<file path="config.mk">
export PLATFORM = sky130hd
export DESIGN_NAME = ir_pulse_distance_transmitter_unit_flat
export DESIGN_NICKNAME = d
export VERILOG_FILES = /design/src/hw/rtl/irpdt_pkg.sv /design/src/hw/rtl/irpdt_ifs.sv /design/src/hw/rtl/irpdt_cfg_regs.sv /design/src/hw/rtl/irpdt_core.sv /design/src/hw/rtl/irpdt_out_buf.sv /design/src/hw/rtl/ir_pulse_distance_transmitter_unit.sv /design/src/flat_wrapper.sv
export SDC_FILE = /design/constraint.sdc
export NUM_CORES = 1
export LEC_CHECK = 0
export ABC_AREA = 1
export BUFFER_PORTS_ARGS = -buffer_cell sky130_fd_sc_hd__buf_2
export CORE_MARGIN = 8
export CORE_UTILIZATION = 29
export DETAILED_ROUTE_END_ITERATION = 6
export GPL_ROUTABILITY_DRIVEN = 1
export PLACE_DENSITY_LB_ADDON = 0.1
export SLEW_MARGIN = 20
export SYNTH_ARGS = -nofsm -noshare
export SYNTH_HDL_FRONTEND = slang
export SYNTH_HIERARCHICAL = 1
export SYNTH_SLANG_ARGS = --single-unit
</file>
<file path="constraint.sdc">
create_clock -name clk -period 10.7 [get_ports clk]
set_clock_uncertainty 0.15 [all_clocks]
set_input_delay 2.14 -clock clk [delete_from_list [all_inputs] [get_ports clk]]
set_output_delay 2.14 -clock clk [all_outputs]
set_load 0.005 [all_outputs]
</file>
<file path="src/hw/rtl/irpdt_pkg.sv">
// ----------------------------------------------------------------------------
// irpdt_pkg
// Shared types and constants for the infrared pulse-distance transmitter.
// ----------------------------------------------------------------------------
package irpdt_pkg;

  // sizing
  localparam int MAX_CODE_BITS = 64;
  localparam int TIME_WIDTH    = 20;
  localparam int BITS_LEFT_W   = $clog2(MAX_CODE_BITS + 1);

  // fixed field widths
  localparam int CODE_BITS_W = 64;
  localparam int CODE_LEN_W  = 7;
  localparam int SEG_W       = 16;
  localparam int CARR_W      = 7;
  localparam int CPOS_W      = 8;
  localparam int CFG_DATA_W  = 32;
  localparam int CFG_ADDR_W  = 5;
  localparam int CFG_IDX_W   = 3;

  // register indexes
  localparam logic [CFG_IDX_W-1:0] REG_LEADER_MARK  = 3'd0;
  localparam logic [CFG_IDX_W-1:0] REG_LEADER_SPACE = 3'd1;
  localparam logic [CFG_IDX_W-1:0] REG_BIT_MARK     = 3'd2;
  localparam logic [CFG_IDX_W-1:0] REG_ZERO_SPACE   = 3'd3;
  localparam logic [CFG_IDX_W-1:0] REG_ONE_SPACE    = 3'd4;
  localparam logic [CFG_IDX_W-1:0] REG_CARRIER_ON   = 3'd5;
  localparam logic [CFG_IDX_W-1:0] REG_CARRIER_OFF  = 3'd6;

  // register reset values
  localparam logic [SEG_W-1:0]  RST_LEADER_MARK  = 16'd9000;
  localparam logic [SEG_W-1:0]  RST_LEADER_SPACE = 16'd4500;
  localparam logic [SEG_W-1:0]  RST_BIT_MARK     = 16'd560;
  localparam logic [SEG_W-1:0]  RST_ZERO_SPACE   = 16'd560;
  localparam logic [SEG_W-1:0]  RST_ONE_SPACE    = 16'd1680;
  localparam logic [CARR_W-1:0] RST_CARRIER_ON   = 7'd9;
  localparam logic [CARR_W-1:0] RST_CARRIER_OFF  = 7'd17;

  // input command codes
  localparam logic CMD_TICK  = 1'b0;
  localparam logic CMD_START = 1'b1;

  typedef enum logic [2:0] {
    PH_IDLE       = 3'd0,
    PH_LEAD_MARK  = 3'd1,
    PH_LEAD_SPACE = 3'd2,
    PH_BIT_MARK   = 3'd3,
    PH_BIT_SPACE  = 3'd4,
    PH_FINAL_MARK = 3'd5
  } phase_t;

  typedef struct packed {
    logic [SEG_W-1:0]  leader_mark_us;
    logic [SEG_W-1:0]  leader_space_us;
    logic [SEG_W-1:0]  bit_mark_us;
    logic [SEG_W-1:0]  zero_space_us;
    logic [SEG_W-1:0]  one_space_us;
    logic [CARR_W-1:0] carrier_on_us;
    logic [CARR_W-1:0] carrier_off_us;
  } cfg_t;

  typedef struct packed {
    logic                   cmd;
    logic [CODE_BITS_W-1:0] code_bits;
    logic [CODE_LEN_W-1:0]  code_length;
  } item_t;

  typedef struct packed {
    logic led;
    logic busy_res;
    logic start_taken;
    logic frame_done;
  } res_t;

  typedef struct packed {
    logic busy;
    logic settled;
  } core_stat_t;

endpackage

</file>
<file path="src/hw/rtl/irpdt_ifs.sv">
// ----------------------------------------------------------------------------
// irpdt channel interfaces
// Valid/ready channels for command items and for per-item results.
// ----------------------------------------------------------------------------
interface irpdt_in_if;
  import irpdt_pkg::*;

  logic                   valid;
  logic                   ready;
  logic                   cmd;
  logic [CODE_BITS_W-1:0] code_bits;
  logic [CODE_LEN_W-1:0]  code_length;

  modport source (output valid, output cmd, output code_bits, output code_length,
                  input ready);
  modport sink   (input valid, input cmd, input code_bits, input code_length,
                  output ready);
endinterface

interface irpdt_out_if;
  logic valid;
  logic ready;
  logic led;
  logic busy_res;
  logic start_taken;
  logic frame_done;

  modport source (output valid, output led, output busy_res, output start_taken,
                  output frame_done, input ready);
  modport sink   (input valid, input led, input busy_res, input start_taken,
                  input frame_done, output ready);
endinterface

</file>
<file path="src/hw/rtl/irpdt_cfg_regs.sv">
// ----------------------------------------------------------------------------
// irpdt_cfg_regs
// APB-style register file holding the frame timing and carrier settings.
// ----------------------------------------------------------------------------
module irpdt_cfg_regs (
  input  logic                                clk,
  input  logic                                rst_n,
  input  logic                                psel,
  input  logic                                penable,
  input  logic                                pwrite,
  input  logic [irpdt_pkg::CFG_ADDR_W-1:0]    paddr,
  input  logic [irpdt_pkg::CFG_DATA_W-1:0]    pwdata,
  output logic [irpdt_pkg::CFG_DATA_W-1:0]    prdata,
  output logic                                pready,
  output irpdt_pkg::cfg_t                     cfg
);
  import irpdt_pkg::*;

  cfg_t                 cfg_r;
  logic                 wr_en;
  logic [CFG_IDX_W-1:0] idx;

  assign pready = 1'b1;
  assign wr_en  = psel && penable && pwrite && pready;
  assign idx    = paddr[CFG_ADDR_W-1:2];
  assign cfg    = cfg_r;

  // register writes
  always_ff @(posedge clk) begin
    if (!rst_n) begin
      cfg_r.leader_mark_us  <= RST_LEADER_MARK;
      cfg_r.leader_space_us <= RST_LEADER_SPACE;
      cfg_r.bit_mark_us     <= RST_BIT_MARK;
      cfg_r.zero_space_us   <= RST_ZERO_SPACE;
      cfg_r.one_space_us    <= RST_ONE_SPACE;
      cfg_r.carrier_on_us   <= RST_CARRIER_ON;
      cfg_r.carrier_off_us  <= RST_CARRIER_OFF;
    end else if (wr_en) begin
      case (idx)
        REG_LEADER_MARK:  cfg_r.leader_mark_us  <= pwdata[SEG_W-1:0];
        REG_LEADER_SPACE: cfg_r.leader_space_us <= pwdata[SEG_W-1:0];
        REG_BIT_MARK:     cfg_r.bit_mark_us     <= pwdata[SEG_W-1:0];
        REG_ZERO_SPACE:   cfg_r.zero_space_us   <= pwdata[SEG_W-1:0];
        REG_ONE_SPACE:    cfg_r.one_space_us    <= pwdata[SEG_W-1:0];
        REG_CARRIER_ON:   cfg_r.carrier_on_us   <= pwdata[CARR_W-1:0];
        REG_CARRIER_OFF:  cfg_r.carrier_off_us  <= pwdata[CARR_W-1:0];
        default: ;
      endcase
    end
  end

  // read-back mux
  always_comb begin
    case (idx)
      REG_LEADER_MARK:  prdata = CFG_DATA_W'(cfg_r.leader_mark_us);
      REG_LEADER_SPACE: prdata = CFG_DATA_W'(cfg_r.leader_space_us);
      REG_BIT_MARK:     prdata = CFG_DATA_W'(cfg_r.bit_mark_us);
      REG_ZERO_SPACE:   prdata = CFG_DATA_W'(cfg_r.zero_space_us);
      REG_ONE_SPACE:    prdata = CFG_DATA_W'(cfg_r.one_space_us);
      REG_CARRIER_ON:   prdata = CFG_DATA_W'(cfg_r.carrier_on_us);
      REG_CARRIER_OFF:  prdata = CFG_DATA_W'(cfg_r.carrier_off_us);
      default:          prdata = '0;
    endcase
  end

endmodule

</file>
<file path="src/hw/rtl/irpdt_core.sv">
// ----------------------------------------------------------------------------
// irpdt_core
// Frame sequencer: phase, segment timing, carrier position and code shifter.
// ----------------------------------------------------------------------------
module irpdt_core (
  input  logic                  clk,
  input  logic                  rst_n,
  input  irpdt_pkg::cfg_t       cfg,
  input  logic                  accept,
  input  irpdt_pkg::item_t      item,
  output irpdt_pkg::res_t       res,
  output irpdt_pkg::core_stat_t stat
);
  import irpdt_pkg::*;

  phase_t                   phase_r, phase_nxt;
  logic [TIME_WIDTH-1:0]    elapsed_r, elapsed_nxt;
  logic [TIME_WIDTH-1:0]    ideal_r, ideal_nxt;
  logic [CPOS_W-1:0]        cpos_r, cpos_nxt;
  logic [MAX_CODE_BITS-1:0] shift_r, shift_nxt;
  logic [BITS_LEFT_W-1:0]   bits_left_r, bits_left_nxt;
  logic                     cur_bit_r, cur_bit_nxt;

  logic                     in_mark, in_space, time_up, pending;
  logic [TIME_WIDTH-1:0]    elapsed_inc, elapsed_sub;
  logic [CPOS_W-1:0]        period, cpos_inc;
  logic [CODE_LEN_W-1:0]    len_sat;

  // state register
  always_ff @(posedge clk) begin
    if (!rst_n) begin
      phase_r     <= PH_IDLE;
      elapsed_r   <= '0;
      ideal_r     <= '0;
      cpos_r      <= '0;
      shift_r     <= '0;
      bits_left_r <= '0;
      cur_bit_r   <= 1'b0;
    end else begin
      phase_r     <= phase_nxt;
      elapsed_r   <= elapsed_nxt;
      ideal_r     <= ideal_nxt;
      cpos_r      <= cpos_nxt;
      shift_r     <= shift_nxt;
      bits_left_r <= bits_left_nxt;
      cur_bit_r   <= cur_bit_nxt;
    end
  end

  // segment status
  assign in_mark     = (phase_r == PH_LEAD_MARK) || (phase_r == PH_BIT_MARK) ||
                       (phase_r == PH_FINAL_MARK);
  assign in_space    = (phase_r == PH_LEAD_SPACE) || (phase_r == PH_BIT_SPACE);
  assign time_up     = (elapsed_r >= ideal_r);
  assign elapsed_inc = elapsed_r + TIME_WIDTH'(1);
  assign elapsed_sub = elapsed_r - ideal_r;
  assign period      = CPOS_W'(cfg.carrier_on_us) + CPOS_W'(cfg.carrier_off_us);
  assign cpos_inc    = cpos_r + CPOS_W'(1);
  assign len_sat     = (item.code_length > CODE_LEN_W'(MAX_CODE_BITS)) ?
                       CODE_LEN_W'(MAX_CODE_BITS) : item.code_length;

  // a segment boundary still to be crossed; the end of the final mark is
  // left for the next tick since it reports the frame end
  assign pending = (((phase_r == PH_LEAD_MARK) || (phase_r == PH_BIT_MARK)) &&
                    (cpos_r == '0) && time_up) || (in_space && time_up);

  // busy, then settled
  assign stat = {(phase_r != PH_IDLE), !pending};

  // next state and result
  always_comb begin
    phase_nxt     = phase_r;
    elapsed_nxt   = elapsed_r;
    ideal_nxt     = ideal_r;
    cpos_nxt      = cpos_r;
    shift_nxt     = shift_r;
    bits_left_nxt = bits_left_r;
    cur_bit_nxt   = cur_bit_r;
    res           = '0;

    if (pending) begin
      // one boundary step, rebasing time to the new segment
      elapsed_nxt = elapsed_sub;
      case (phase_r)
        PH_LEAD_MARK: begin
          phase_nxt = PH_LEAD_SPACE;
          ideal_nxt = TIME_WIDTH'(cfg.leader_space_us);
        end
        PH_BIT_MARK: begin
          phase_nxt = PH_BIT_SPACE;
          ideal_nxt = cur_bit_r ? TIME_WIDTH'(cfg.one_space_us) :
                                  TIME_WIDTH'(cfg.zero_space_us);
        end
        PH_LEAD_SPACE, PH_BIT_SPACE: begin
          if (bits_left_r != '0) begin
            cur_bit_nxt   = shift_r[0];
            shift_nxt     = shift_r >> 1;
            bits_left_nxt = bits_left_r - BITS_LEFT_W'(1);
            phase_nxt     = PH_BIT_MARK;
          end else begin
            phase_nxt = PH_FINAL_MARK;
          end
          ideal_nxt = TIME_WIDTH'(cfg.bit_mark_us);
          cpos_nxt  = '0;
        end
        default: ;
      endcase
    end else if (accept) begin
      if (item.cmd == CMD_START) begin
        // start is taken only from idle
        if (phase_r == PH_IDLE) begin
          shift_nxt       = item.code_bits[MAX_CODE_BITS-1:0];
          bits_left_nxt   = BITS_LEFT_W'(len_sat);
          cur_bit_nxt     = 1'b0;
          phase_nxt       = PH_LEAD_MARK;
          elapsed_nxt     = '0;
          ideal_nxt       = TIME_WIDTH'(cfg.leader_mark_us);
          cpos_nxt        = '0;
          res.start_taken = 1'b1;
        end
        res.busy_res = 1'b1;
      end else if (phase_r != PH_IDLE) begin
        res.busy_res = 1'b1;
        if ((phase_r == PH_FINAL_MARK) && (cpos_r == '0) && time_up) begin
          // empty final mark ends the frame on this tick, dark
          elapsed_nxt    = elapsed_sub;
          phase_nxt      = PH_IDLE;
          res.frame_done = 1'b1;
        end else if (in_space) begin
          elapsed_nxt = elapsed_inc;
        end else if (in_mark) begin
          res.led     = (cpos_r < CPOS_W'(cfg.carrier_on_us));
          cpos_nxt    = (cpos_inc >= period) ? '0 : cpos_inc;
          elapsed_nxt = elapsed_inc;
          if ((phase_r == PH_FINAL_MARK) && (cpos_nxt == '0) &&
              (elapsed_inc >= ideal_r)) begin
            phase_nxt      = PH_IDLE;
            res.frame_done = 1'b1;
          end
        end
      end
    end
  end

endmodule

</file>
<file path="src/hw/rtl/irpdt_out_buf.sv">
// ----------------------------------------------------------------------------
// irpdt_out_buf
// Two-entry output register with skid slot driving the result channel.
// ----------------------------------------------------------------------------
module irpdt_out_buf (
  input  logic               clk,
  input  logic               rst_n,
  input  logic               push,
  input  irpdt_pkg::res_t    push_data,
  output logic               room,
  irpdt_out_if.source        out_ch
);
  import irpdt_pkg::*;

  logic main_valid_r, skid_valid_r;
  res_t main_r, skid_r;
  logic pop;

  assign pop  = main_valid_r && out_ch.ready;
  assign room = !skid_valid_r;

  // valid flags
  always_ff @(posedge clk) begin
    if (!rst_n) begin
      main_valid_r <= 1'b0;
      skid_valid_r <= 1'b0;
    end else if (!main_valid_r || pop) begin
      main_valid_r <= skid_valid_r || push;
      skid_valid_r <= 1'b0;
    end else if (push) begin
      skid_valid_r <= 1'b1;
    end
  end

  // payload
  always_ff @(posedge clk) begin
    if (!main_valid_r || pop) begin
      main_r <= skid_valid_r ? skid_r : push_data;
    end else if (push) begin
      skid_r <= push_data;
    end
  end

  assign out_ch.valid       = main_valid_r;
  assign out_ch.led         = main_r.led;
  assign out_ch.busy_res    = main_r.busy_res;
  assign out_ch.start_taken = main_r.start_taken;
  assign out_ch.frame_done  = main_r.frame_done;

endmodule

</file>
<file path="src/hw/rtl/ir_pulse_distance_transmitter_unit.sv">
// ----------------------------------------------------------------------------
// ir_pulse_distance_transmitter_unit
// Infrared pulse-distance frame transmitter, one tick item per microsecond.
// ----------------------------------------------------------------------------
// Results: each result is registered in the output buffer before it is presented.
// Throughput: one item per cycle when the output buffer has room; each segment
// boundary holds the input while the sequencer crosses it, one boundary per
// cycle, so segments that are already over when they begin hold it as well.
// Reset: synchronous, active low; registers return to defaults, sequencer idle,
// output buffer empty.
module ir_pulse_distance_transmitter_unit (
  input  logic                             clk,
  input  logic                             rst_n,
  irpdt_in_if.sink                         in_ch,
  irpdt_out_if.source                      out_ch,
  input  logic                             cfg_psel,
  input  logic                             cfg_penable,
  input  logic                             cfg_pwrite,
  input  logic [irpdt_pkg::CFG_ADDR_W-1:0] cfg_paddr,
  input  logic [irpdt_pkg::CFG_DATA_W-1:0] cfg_pwdata,
  output logic [irpdt_pkg::CFG_DATA_W-1:0] cfg_prdata,
  output logic                             cfg_pready
);
  import irpdt_pkg::*;

  cfg_t       cfg;
  item_t      item;
  res_t       res;
  core_stat_t core_stat;
  logic       room, accept;

  // configuration registers
  irpdt_cfg_regs u_cfg (
    .clk     (clk),
    .rst_n   (rst_n),
    .psel    (cfg_psel),
    .penable (cfg_penable),
    .pwrite  (cfg_pwrite),
    .paddr   (cfg_paddr),
    .pwdata  (cfg_pwdata),
    .prdata  (cfg_prdata),
    .pready  (cfg_pready),
    .cfg     (cfg)
  );

  // input handshake
  assign in_ch.ready = core_stat.settled && room;
  assign accept      = in_ch.valid && in_ch.ready;
  assign item        = {in_ch.cmd, in_ch.code_bits, in_ch.code_length};

  // frame sequencer
  irpdt_core u_core (
    .clk    (clk),
    .rst_n  (rst_n),
    .cfg    (cfg),
    .accept (accept),
    .item   (item),
    .res    (res),
    .stat   (core_stat)
  );

  // result buffer
  irpdt_out_buf u_obuf (
    .clk       (clk),
    .rst_n     (rst_n),
    .push      (accept),
    .push_data (res),
    .room      (room),
    .out_ch    (out_ch)
  );

  // frame end is only reported while busy and never on a start
  a_done_busy: assert property (@(posedge clk) disable iff (!rst_n)
    (out_ch.valid && out_ch.frame_done) |-> (out_ch.busy_res && !out_ch.start_taken))
    else $error("frame end reported without busy or on a start");

  // a taken start reports busy and a dark LED
  a_start_dark: assert property (@(posedge clk) disable iff (!rst_n)
    (out_ch.valid && out_ch.start_taken) |-> (out_ch.busy_res && !out_ch.led))
    else $error("taken start with LED lit or not busy");

  // a start transferred while idle leaves the sequencer busy
  a_start_busy: assert property (@(posedge clk) disable iff (!rst_n)
    (accept && (in_ch.cmd == CMD_START) && !core_stat.busy) |=> core_stat.busy)
    else $error("start from idle did not begin a frame");

  // an idle sequencer never has a boundary to cross
  a_idle_settled: assert property (@(posedge clk) disable iff (!rst_n)
    !core_stat.busy |-> core_stat.settled)
    else $error("idle sequencer not settled");

endmodule

</file>
<file path="src/flat_wrapper.sv">
// flat-port wrapper written by rule: the top's interface ports become plain ports
module ir_pulse_distance_transmitter_unit_flat import irpdt_pkg::*;
  (clk, rst_n, cfg_psel, cfg_penable, cfg_pwrite, cfg_paddr, cfg_pwdata, cfg_prdata, cfg_pready, in_ch_valid, in_ch_cmd, in_ch_code_bits, in_ch_code_length, in_ch_ready, out_ch_valid, out_ch_led, out_ch_busy_res, out_ch_start_taken, out_ch_frame_done, out_ch_ready);
  irpdt_in_if in_ch_i ();
  irpdt_out_if out_ch_i ();
  input  logic clk;
  input  logic rst_n;
  input  logic cfg_psel;
  input  logic cfg_penable;
  input  logic cfg_pwrite;
  input  logic [irpdt_pkg::CFG_ADDR_W-1:0] cfg_paddr;
  input  logic [irpdt_pkg::CFG_DATA_W-1:0] cfg_pwdata;
  output logic [irpdt_pkg::CFG_DATA_W-1:0] cfg_prdata;
  output logic cfg_pready;
  input wire logic [$bits(in_ch_i.valid)-1:0] in_ch_valid;
  input wire logic [$bits(in_ch_i.cmd)-1:0] in_ch_cmd;
  input wire logic [$bits(in_ch_i.code_bits)-1:0] in_ch_code_bits;
  input wire logic [$bits(in_ch_i.code_length)-1:0] in_ch_code_length;
  output wire logic [$bits(in_ch_i.ready)-1:0] in_ch_ready;
  output wire logic [$bits(out_ch_i.valid)-1:0] out_ch_valid;
  output wire logic [$bits(out_ch_i.led)-1:0] out_ch_led;
  output wire logic [$bits(out_ch_i.busy_res)-1:0] out_ch_busy_res;
  output wire logic [$bits(out_ch_i.start_taken)-1:0] out_ch_start_taken;
  output wire logic [$bits(out_ch_i.frame_done)-1:0] out_ch_frame_done;
  input wire logic [$bits(out_ch_i.ready)-1:0] out_ch_ready;
  assign in_ch_i.valid = in_ch_valid;
  assign in_ch_i.cmd = in_ch_cmd;
  assign in_ch_i.code_bits = in_ch_code_bits;
  assign in_ch_i.code_length = in_ch_code_length;
  assign in_ch_ready = in_ch_i.ready;
  assign out_ch_valid = out_ch_i.valid;
  assign out_ch_led = out_ch_i.led;
  assign out_ch_busy_res = out_ch_i.busy_res;
  assign out_ch_start_taken = out_ch_i.start_taken;
  assign out_ch_frame_done = out_ch_i.frame_done;
  assign out_ch_i.ready = out_ch_ready;
  ir_pulse_distance_transmitter_unit u_core (.clk(clk), .rst_n(rst_n), .in_ch(in_ch_i), .out_ch(out_ch_i), .cfg_psel(cfg_psel), .cfg_penable(cfg_penable), .cfg_pwrite(cfg_pwrite), .cfg_paddr(cfg_paddr), .cfg_pwdata(cfg_pwdata), .cfg_prdata(cfg_prdata), .cfg_pready(cfg_pready));
endmodule
</file>
==> results.yml, run 1 <==
outcome:
  status: "completed"
sta:
  fmax_mhz: 150.5
  fin_crit_ns: 6.643
  fin_crit_sh_pct: 62.09
  worst_slack_ns: 4.057
  max_slew_margin_pct: 30.45
  setup_viol: 0
  rsz0062_at_grt: "false"
  hold_viol_final: 0
  setup_tns_ns: 0
  worstMarginPinSlew_ns: 1.042
  slew_violations: 0
clocking:
  cts_buffers: 29
  root_buffer: "clkbuf_16"
  cts_hold_buf: 0
  htreeDepth: 1
  clk_latency_ns: 0.57
  clock_sinks: 223
  clkTransAtPathRegs_ns: 0.06
  clock_path_buffers: 3
  cts_tree: "yes"
  postCtsSetupBuffers: 0
  cts_resized: 0
placed_design:
  dp.cells: 2737
  dp_slack_ns: 4.126
  routabilityCongestion: 0.8423
  dpl.hpwl_mm: 31.26
  portBuffers: 119
yosys:
  synth_top_area_cell: "dfxtp_1"
  netlist_area_sq_um: 13820
  yosysWarnings: 6
  seq_area_frac_synth_pct: 32.88
  synth_seq_cells: 223
  synth_cell_types: 49
  synth_common_cells: "nand2_1 (521), nor2_1 (248), dfxtp_1 (215)"
  synth_most_common_cell: "nand2_1"
  yosysTopAreaCellShare_pct: 31.15
  synthCells: 2107
  async_flop_share_pct: 0
  synth_area_per_cell_sq_um: 6.559
  ys.flop_type: "dfxtp_1"
  synth_area_leaders: "dfxtp_1 (31%), nand2_1 (14%), o21ai_0 (6.7%), nor2_1 (6.7%), nand3_1 (5.8%)"
  synth-edff-count: 8
layout:
  fin_nets: 2328
  layout-drive-gt1-share_pct: 10.34
  n_fill_cell: 5228
  utilization_pct: 32.75
  syn_to_final_growth_pct: 12.20
  stdcell_count: 2791
global_routing:
  first_global_vias: 12960
  gr-total-overflow: 0
  grt_use_total_pct: 16.59
  grt_first_pass_wirelength_mm: 73.00
  antenna_found_initial: 2
  grt_max_degree: 124
setup_path:
  crit_path_start_kind: "primary input"
  r2r-start: "u_core/u_core/elapsed_r[0]"
  critical_path.max_fanout: 47
  endpoint_kind: "output pin"
  reg2reg_depth: 20
  arrival_ns: 4.35
  worst-setup-path-type: "primary input to output pin"
  path_cells: "buf_2, buf_4, inv_2, nand3_1, nor2_1, nor2_1, nand2_1, buf_2"
  cpMaxStageDelayCell: "inv_2"
  critPathLaunch: "cfg_paddr[4]"
  rrSetupSlack_ns: 5.29
  worstPathRequired_ns: 8.41
  r2r-end: "u_core/u_core/elapsed_r[18]"
  slowest_delay_ns: 0.71
  cp-endpoint: "cfg_prdata[3]"
floorplan:
  core_area_sq_um: 47350
  rows: 80
  die_w_microns: 234.3
  top_level_ports: 155
  dieArea_sq_um: 54890
  start_util_pct: 29.19
  die_h_microns: 234.3
pwr:
  internal-power_uw: 2282
  ir_drop_uv: 142.7
  switchingPower_uw: 1882
  power_density_nw_per_um2: 268.5
  swShare_pct: 45.19
  power_frac_clock_pct: 23.0
  power.static_leakage_uw: 0.007078
  seqPwrFrac_pct: 28.7
  power_frac_comb_pct: 48.3
drt:
  dr.pass1.iters: 5
  via_per_inst: 4.850
  route.detailed.drc: 0
  totalWireLength_mm: 46.67
  num_vias: 13540
  drt_iter0_markers: 951
  ant_nets: 0
  routedWlPerCell_microns: 16.72
hold_path:
  hp-class: "register to register"
flow_run:
  timing.max_cap.violations: 0
## power groups by stage
stage,Combinational (uW),Sequential (uW),Clock [uW]
finish,2010,1190,957
global route,2300,1230,1030
CTS,2030,1190,990
detailed placement,2020,1210,0
global placement,2020,1210,0
floorplan,1610,1170,0
## worst max-delay path, delay by kind of cell
family,cells,cell delay (ns)
simple gates,4,0.94
buf+inv,4,1.22
## cells by family after synthesis
group                      synth area share, %
buffers and inverters                    11.22
AOI/OAI and AO/OA                        15.78
other                                  0.05434
adders and majority gates                5.450
and+or+nand+nor                          31.95
xor gates and xnor gates                 2.662
DFF                                      32.88
## state kept, by name, summed over array words and instances (netlist names)
name	cells
u_core/u_core/cur_bit_r	1
u_core/u_core/ideal_r	16
u_core/u_core/cpos_r	8
u_core/u_obuf/out_ch.valid	1
u_core/u_obuf/skid_valid_r	1
u_core/u_core/phase_r	3
u_core/u_core/shift_r	64
u_core/u_obuf/skid_r	4
u_core/u_core/bits_left_r	7
u_core/u_obuf/out_ch.led	1
u_core/u_core/elapsed_r	20
u_core/u_obuf/out_ch.start_taken	1
u_core/u_obuf/out_ch.busy_res	1
u_core/u_obuf/out_ch.frame_done	1
u_core/u_cfg/cfg	94
## per-stage QoR
stage	instance area, sq um	total power [uW]	hold WS [ns]
after global placement	14580	3225	0.2850
after CTS	15500	4214	0.2980
after detailed placement	14580	3230	0.2891
after floorplan	13880	2780	0.2745
final	15510	4164	0.2950
after global routing	15510	4556	0.3127
## worst min path at each step
stage / startpoint / end / depth (start not counted)
after floorplan: u_core/u_core/shift_r[24] / u_core/u_core/shift_r[24] / 2
after global placement: u_core/u_core/shift_r[37] / u_core/u_core/shift_r[37] / 2
after detailed placement: u_core/u_core/shift_r[23] / u_core/u_core/shift_r[23] / 2
after CTS: u_core/u_core/shift_r[55] / u_core/u_core/shift_r[55] / 2
after global routing: u_core/u_core/shift_r[29] / u_core/u_core/shift_r[29] / 2
final: u_core/u_core/shift_r[55] / u_core/u_core/shift_r[55] / 2
## cell usage in the layout (no fill, tap or decap), drive strengths merged, types with 3 or more instances in the layout
cell type and count:
o211ai 17, nand4 65, buf 133, dfxtp 215, or2 11, a221oi 5
and3 3, edfxtp 8, clkbuf 46, xnor2 13, conb 17, o21ai 200
xor2 29, clkinv 7, ha 57, nor2 255, a21o 3, inv 200
nor3 9, a21oi 164, nand3 165, nand2 527, o21bai 3, a31oi 11
## cell type report
cell class	count	area (sq um)	area share [%]
multi-input cells	1564	7796	50.28
flip-flops and latches	223	4544	29.31
clock buffers	46	839.6	5.414
well taps	615	769.5	4.962
inverters	202	762.0	4.914
repair buffers	133	706.9	4.559
clock inverters	7	85.08	0.5487
diodes	1	2.502	0.01614
## routing by layer
metal | vias up | global-route usage (%) | part of all wire, %
met2 | 257 | 27.90 | 47
met5 | - | 0 | 0.032
met1 | 6253 | 22.40 | 47
li1 | 6970 | - | -
met4 | 2 | 3.596 | 1.9
met3 | 53 | 2.262 | 3.8
Note: power is estimated with default switching activity, not from simulation.
==> run 2: changes to the inputs <==
clock period = 6.1 ns   (was 10.7 ns; I/O delays follow)
==> results.yml, run 2 (same netlist as run 1, synthesis figures left out) <==
clocking:
  clock_path_buffers: 3
  cts_buffers: 30
  cts_tree: "yes"
  clk_latency_ns: 0.58
  root_buffer: "clkbuf_16"
  htreeDepth: 1
  cts_resized: 0
  cts_hold_buf: 0
  clkTransAtPathRegs_ns: 0.06
  postCtsSetupBuffers: 0
  clock_sinks: 223
sta:
  fin_crit_ns: 4.626
  setup_tns_ns: 0
  max_slew_margin_pct: 31.97
  worstMarginPinSlew_ns: 1.019
  fmax_mhz: 216.2
  slew_violations: 0
  hold_viol_final: 0
  fin_crit_sh_pct: 75.84
  setup_viol: 0
  rsz0062_at_grt: "false"
pwr:
  power.static_leakage_uw: 0.007153
  ir_drop_uv: 265.4
  p_total_uw: 7453
  power_density_nw_per_um2: 476.3
drt:
  route.detailed.drc: 0
  ant_nets: 0
  routedWlPerCell_microns: 16.71
  via_per_inst: 4.848
  totalWireLength_mm: 46.80
  drt_iter0_markers: 830
  dr.pass1.iters: 5
  num_vias: 13570
placed_design:
  routabilityCongestion: 0.8342
  dpl.hpwl_mm: 31.54
  portBuffers: 119
flow_run:
  timing.max_cap.violations: 0
layout:
  n_fill_cell: 5245
  final_cell_mix: "nand2_1 (521), nor2_1 (246), dfxtp_1 (215)"
  final_common_cell: "nand2_1"
  regArea_sq_um: 4544
  fin_nets: 2336
  largest_reg_flops: 94
  layout-drive-gt1-share_pct: 10.90
  multi_input_area_sq_um: 7801
  syn_to_final_growth_pct: 13.24
floorplan:
  top_level_ports: 155
  die_w_microns: 234.3
  start_util_pct: 29.19
  dieArea_sq_um: 54890
  core_area_sq_um: 47350
  die_h_microns: 234.3
  rows: 80
hold_path:
  hold_start: "u_core/u_core/shift_r[1]"
  hp-class: "register to register"
global_routing:
  antenna_found_initial: 2
  grt_first_pass_wirelength_mm: 73.06
  gr-total-overflow: 0
  first_global_vias: 12800
  grt_use_total_pct: 16.70
  grt_max_degree: 84
setup_path:
  r2r-start: "u_core/u_core/elapsed_r[0]"
  worst-setup-path-type: "register to register"
  worstPathRequired_ns: 6.42
  critical_path.max_fanout: 21
  crit_path_start_kind: "register"
  critPathLaunch: "u_core/u_core/elapsed_r[0]"
  endpoint_kind: "register"
  arrival_ns: 4.94
outcome:
  status: "completed"
## run 2: area by class of cell
| class | count | share of cell area [%] |
|---|---|---|
| Inverter | 202 | 4.869 |
| Multi-Input combinational cell | 1564 | 49.85 |
| Antenna cell | 1 | 0.01599 |
| Clock inverter | 9 | 0.7596 |
| Tap cell | 615 | 4.917 |
| Clock buffer | 46 | 5.693 |
| Timing Repair Buffer | 140 | 4.853 |
| Sequential cell | 223 | 29.04 |
## run 2: report_power, final
| part | switching (uW) | total (uW) | internal (uW) |
|---|---|---|---|
| registers | 235 | 2100 | 1860 |
| logic | 2380 | 3550 | 1170 |
| clock network | 723 | 1810 | 1090 |
| total | 3340 | 7450 | 4120 |
## run 2: layer usage
metal,share of wire (%),global-route usage (%)
met5,0.028,0
met1,46,22.15
met4,2.5,4.260
met3,4.5,2.117
met2,47,28.38
## run 2: path summary, 6_finish.rpt
path,endpoint,slack (ns),cells past startpoint
max reg2reg,u_core/u_core/elapsed_r[18],1.47,21
min,u_core/u_core/shift_r[1],0.30,2
min reg2reg,u_core/u_core/shift_r[1],0.30,2
max,u_core/u_core/elapsed_r[18],1.47,21
## run 2: through the flow
| step | hold slack [ns] | utilization (%) | cell area [sq um] | std cells | setup WS [ns] |
|---|---|---|---|---|---|
| 2_1_floorplan | 0.2745 | - | 13880 | 2122 | 2.597 |
| 3_3_place_gp | 0.2847 | 30.90 | 14630 | 2744 | 1.491 |
| 3_5_place_dp | 0.2901 | 30.91 | 14640 | 2744 | 1.494 |
| 4_1_cts | 0.2984 | 33.05 | 15650 | 2799 | 1.472 |
| 5_1_grt | 0.3111 | 33.05 | 15650 | 2800 | 1.146 |
| 6_report | 0.2953 | 33.05 | 15650 | 2800 | 1.474 |
## run 2: critical path, stage by stage (launching register included)
cell and delay [ns]:
dfxtp_1 0.42, inv_1 0.13, ha_1 0.18, inv_1 0.05
fa_1 0.40, nand3_1 0.09, nand2_1 0.11, nand3_1 0.10
nand2_2 0.10, nand2_1 0.14, nand3_2 0.15, nand2_4 0.11
nand2_1 0.09, nor2_2 0.21, o21ai_0 0.18, o21ai_2 0.55
nand2_1 0.11, buf_4 0.25, inv_1 0.60, o21ai_0 0.19
nor2_1 0.14, nor2_1 0.04
==> run 3: changes to the inputs <==
clock period = 4.45 ns   (was 6.1 ns; I/O delays follow)
==> results.yml, run 3 (same netlist as run 1, synthesis figures left out) <==
clocking:
  cts_resized: 0
  cts_buffers: 28
  root_buffer: "clkbuf_16"
  clkTransAtPathRegs_ns: 0.06
  clk_latency_ns: 0.56
  htreeDepth: 1
  cts_hold_buf: 0
  cts_tree: "yes"
  postCtsSetupBuffers: 0
  clock_path_buffers: 3
  clock_sinks: 223
sta:
  hold_viol_final: 0
  fmax_mhz: 270.0
  slew_violations: 0
  fin_crit_ns: 3.703
  setup_tns_ns: 0
  fin_crit_sh_pct: 83.22
  worstMarginPinSlew_ns: 0.8220
  setup_viol: 0
  worst_slack_ns: 0.7468
  max_slew_margin_pct: 45.14
  timing.hold.ws_ns: 0.2940
  rsz0062_at_grt: "false"
setup_path:
  worstPathRequired_ns: 3.41
  worst-setup-path-type: "register to output pin"
  endpoint_kind: "output pin"
  cpMaxStageDelayCell: "fa_1"
  r2r-end: "u_core/u_obuf/out_ch.frame_done"
  path_cells: "inv_1, ha_1, inv_1, fa_1, nand3_1, nand2_1, nand3_1, nand2_2, nand2_1, nand3_2, nand2_4, nand2_1, inv_1, buf_2"
  critical_path.max_fanout: 5
  crit_path_start_kind: "register"
  rrSetupSlack_ns: 0.77
  r2r-start: "u_core/u_cfg/cfg[7]"
  reg2reg_depth: 21
  slowest_delay_ns: 0.39
  path_buf_inv: 4
  crit_family: "simple AND/OR/NAND/NOR gates"
  arrival_ns: 2.66
  critPathLaunch: "u_core/u_core/elapsed_r[0]"
drt:
  routedWlPerCell_microns: 16.49
  dr.pass1.iters: 7
  via_per_inst: 4.822
  route.detailed.drc: 0
  ant_nets: 0
  drt_iter0_markers: 852
  totalWireLength_mm: 46.42
  num_vias: 13580
floorplan:
  die_w_microns: 234.3
  start_util_pct: 29.19
  rows: 80
  top_level_ports: 155
  die_h_microns: 234.3
  core_area_sq_um: 47350
  dieArea_sq_um: 54890
placed_design:
  routabilityCongestion: 0.8405
  dpl.hpwl_mm: 32.31
  portBuffers: 119
  dp_slack_ns: 0.7605
layout:
  layout-drive-gt1-share_pct: 11.34
  syn_to_final_growth_pct: 14.38
  largest_reg_flops: 94
  final_common_cell: "nand2_1"
  utilization_pct: 33.39
  final_cell_mix: "nand2_1 (521), nor2_1 (246), dfxtp_1 (215)"
  fin_nets: 2350
pwr:
  power.static_leakage_uw: 0.007243
  p_total_uw: 10250
  ir_drop_uv: 340.3
  power_density_nw_per_um2: 648.6
flow_run:
  timing.max_cap.violations: 0
global_routing:
  grt_first_pass_wirelength_mm: 72.73
  first_global_vias: 12800
  grt_max_degree: 143
  grt_use_total_pct: 16.52
  gr-total-overflow: 0
  antenna_found_initial: 2
hold_path:
  min_to: "u_core/u_core/shift_r[27]"
  whs_path_depth: 2
  hp-class: "register to register"
  hold_start: "u_core/u_core/shift_r[27]"
outcome:
  status: "completed"
## run 3: changes by cell type in the layout (fill, tap and decap cells not counted), sizes merged
cell,change
buf,+16
clkbuf,-7
diode,+3
bufinv,+2
clkinv,+2
clkinvlp,-1
## run 3: worst max path at each step
stage	cells past startpoint	endpoint	slack [ns]
6_report	14	in_ch_ready	0.75
3_5_place_dp	21	u_core/u_obuf/out_ch.frame_done	0.76
3_3_place_gp	21	u_core/u_obuf/out_ch.frame_done	0.78
4_1_cts	14	in_ch_ready	0.67
2_1_floorplan	22	u_core/u_core/elapsed_r[15]	1.04
5_1_grt	20	u_core/u_core/elapsed_r[5]	0.42
## run 3: area by class of cell
cell class                      count  area, sq um
Fill cell                        5243        31540
Clock inverter                     12        170.2
Antenna cell                        4        10.01
Inverter                          202        762.0
Timing Repair Buffer              156        967.2
Sequential cell                   223         4544
Tap cell                          615        769.5
Multi-Input combinational cell   1564         7791
Clock buffer                       39        792.0
## run 3: through the flow
step / instance area, sq um / cells
final: 15810 / 2815
after global routing: 15800 / 2812
after CTS: 15800 / 2811
after detailed placement: 14830 / 2760
after global placement: 14830 / 2760
after floorplan: 13880 / 2122
## run 3: where the power goes
group          leakage, uW  switching [uW]  internal [uW]
clock network     0.000468             932           1470
registers          0.00184             313           2550
logic              0.00494            3300           1690
total              0.00724            4540           5710
## run 3: routing by layer
| layer | track usage [%] | share of wire [%] |
|---|---|---|
| met5 | 0 | 0.028 |
| met2 | 27.59 | 47 |
| met1 | 21.74 | 46 |
| met3 | 2.189 | 4.1 |
| met4 | 5.570 | 2.8 |
## run 3: tightest hold or removal path, stage by stage, from the launching register on
cell and delay [ns]:
dfxtp_1 0.29, inv_1 0.05, a21oi_1 0.05
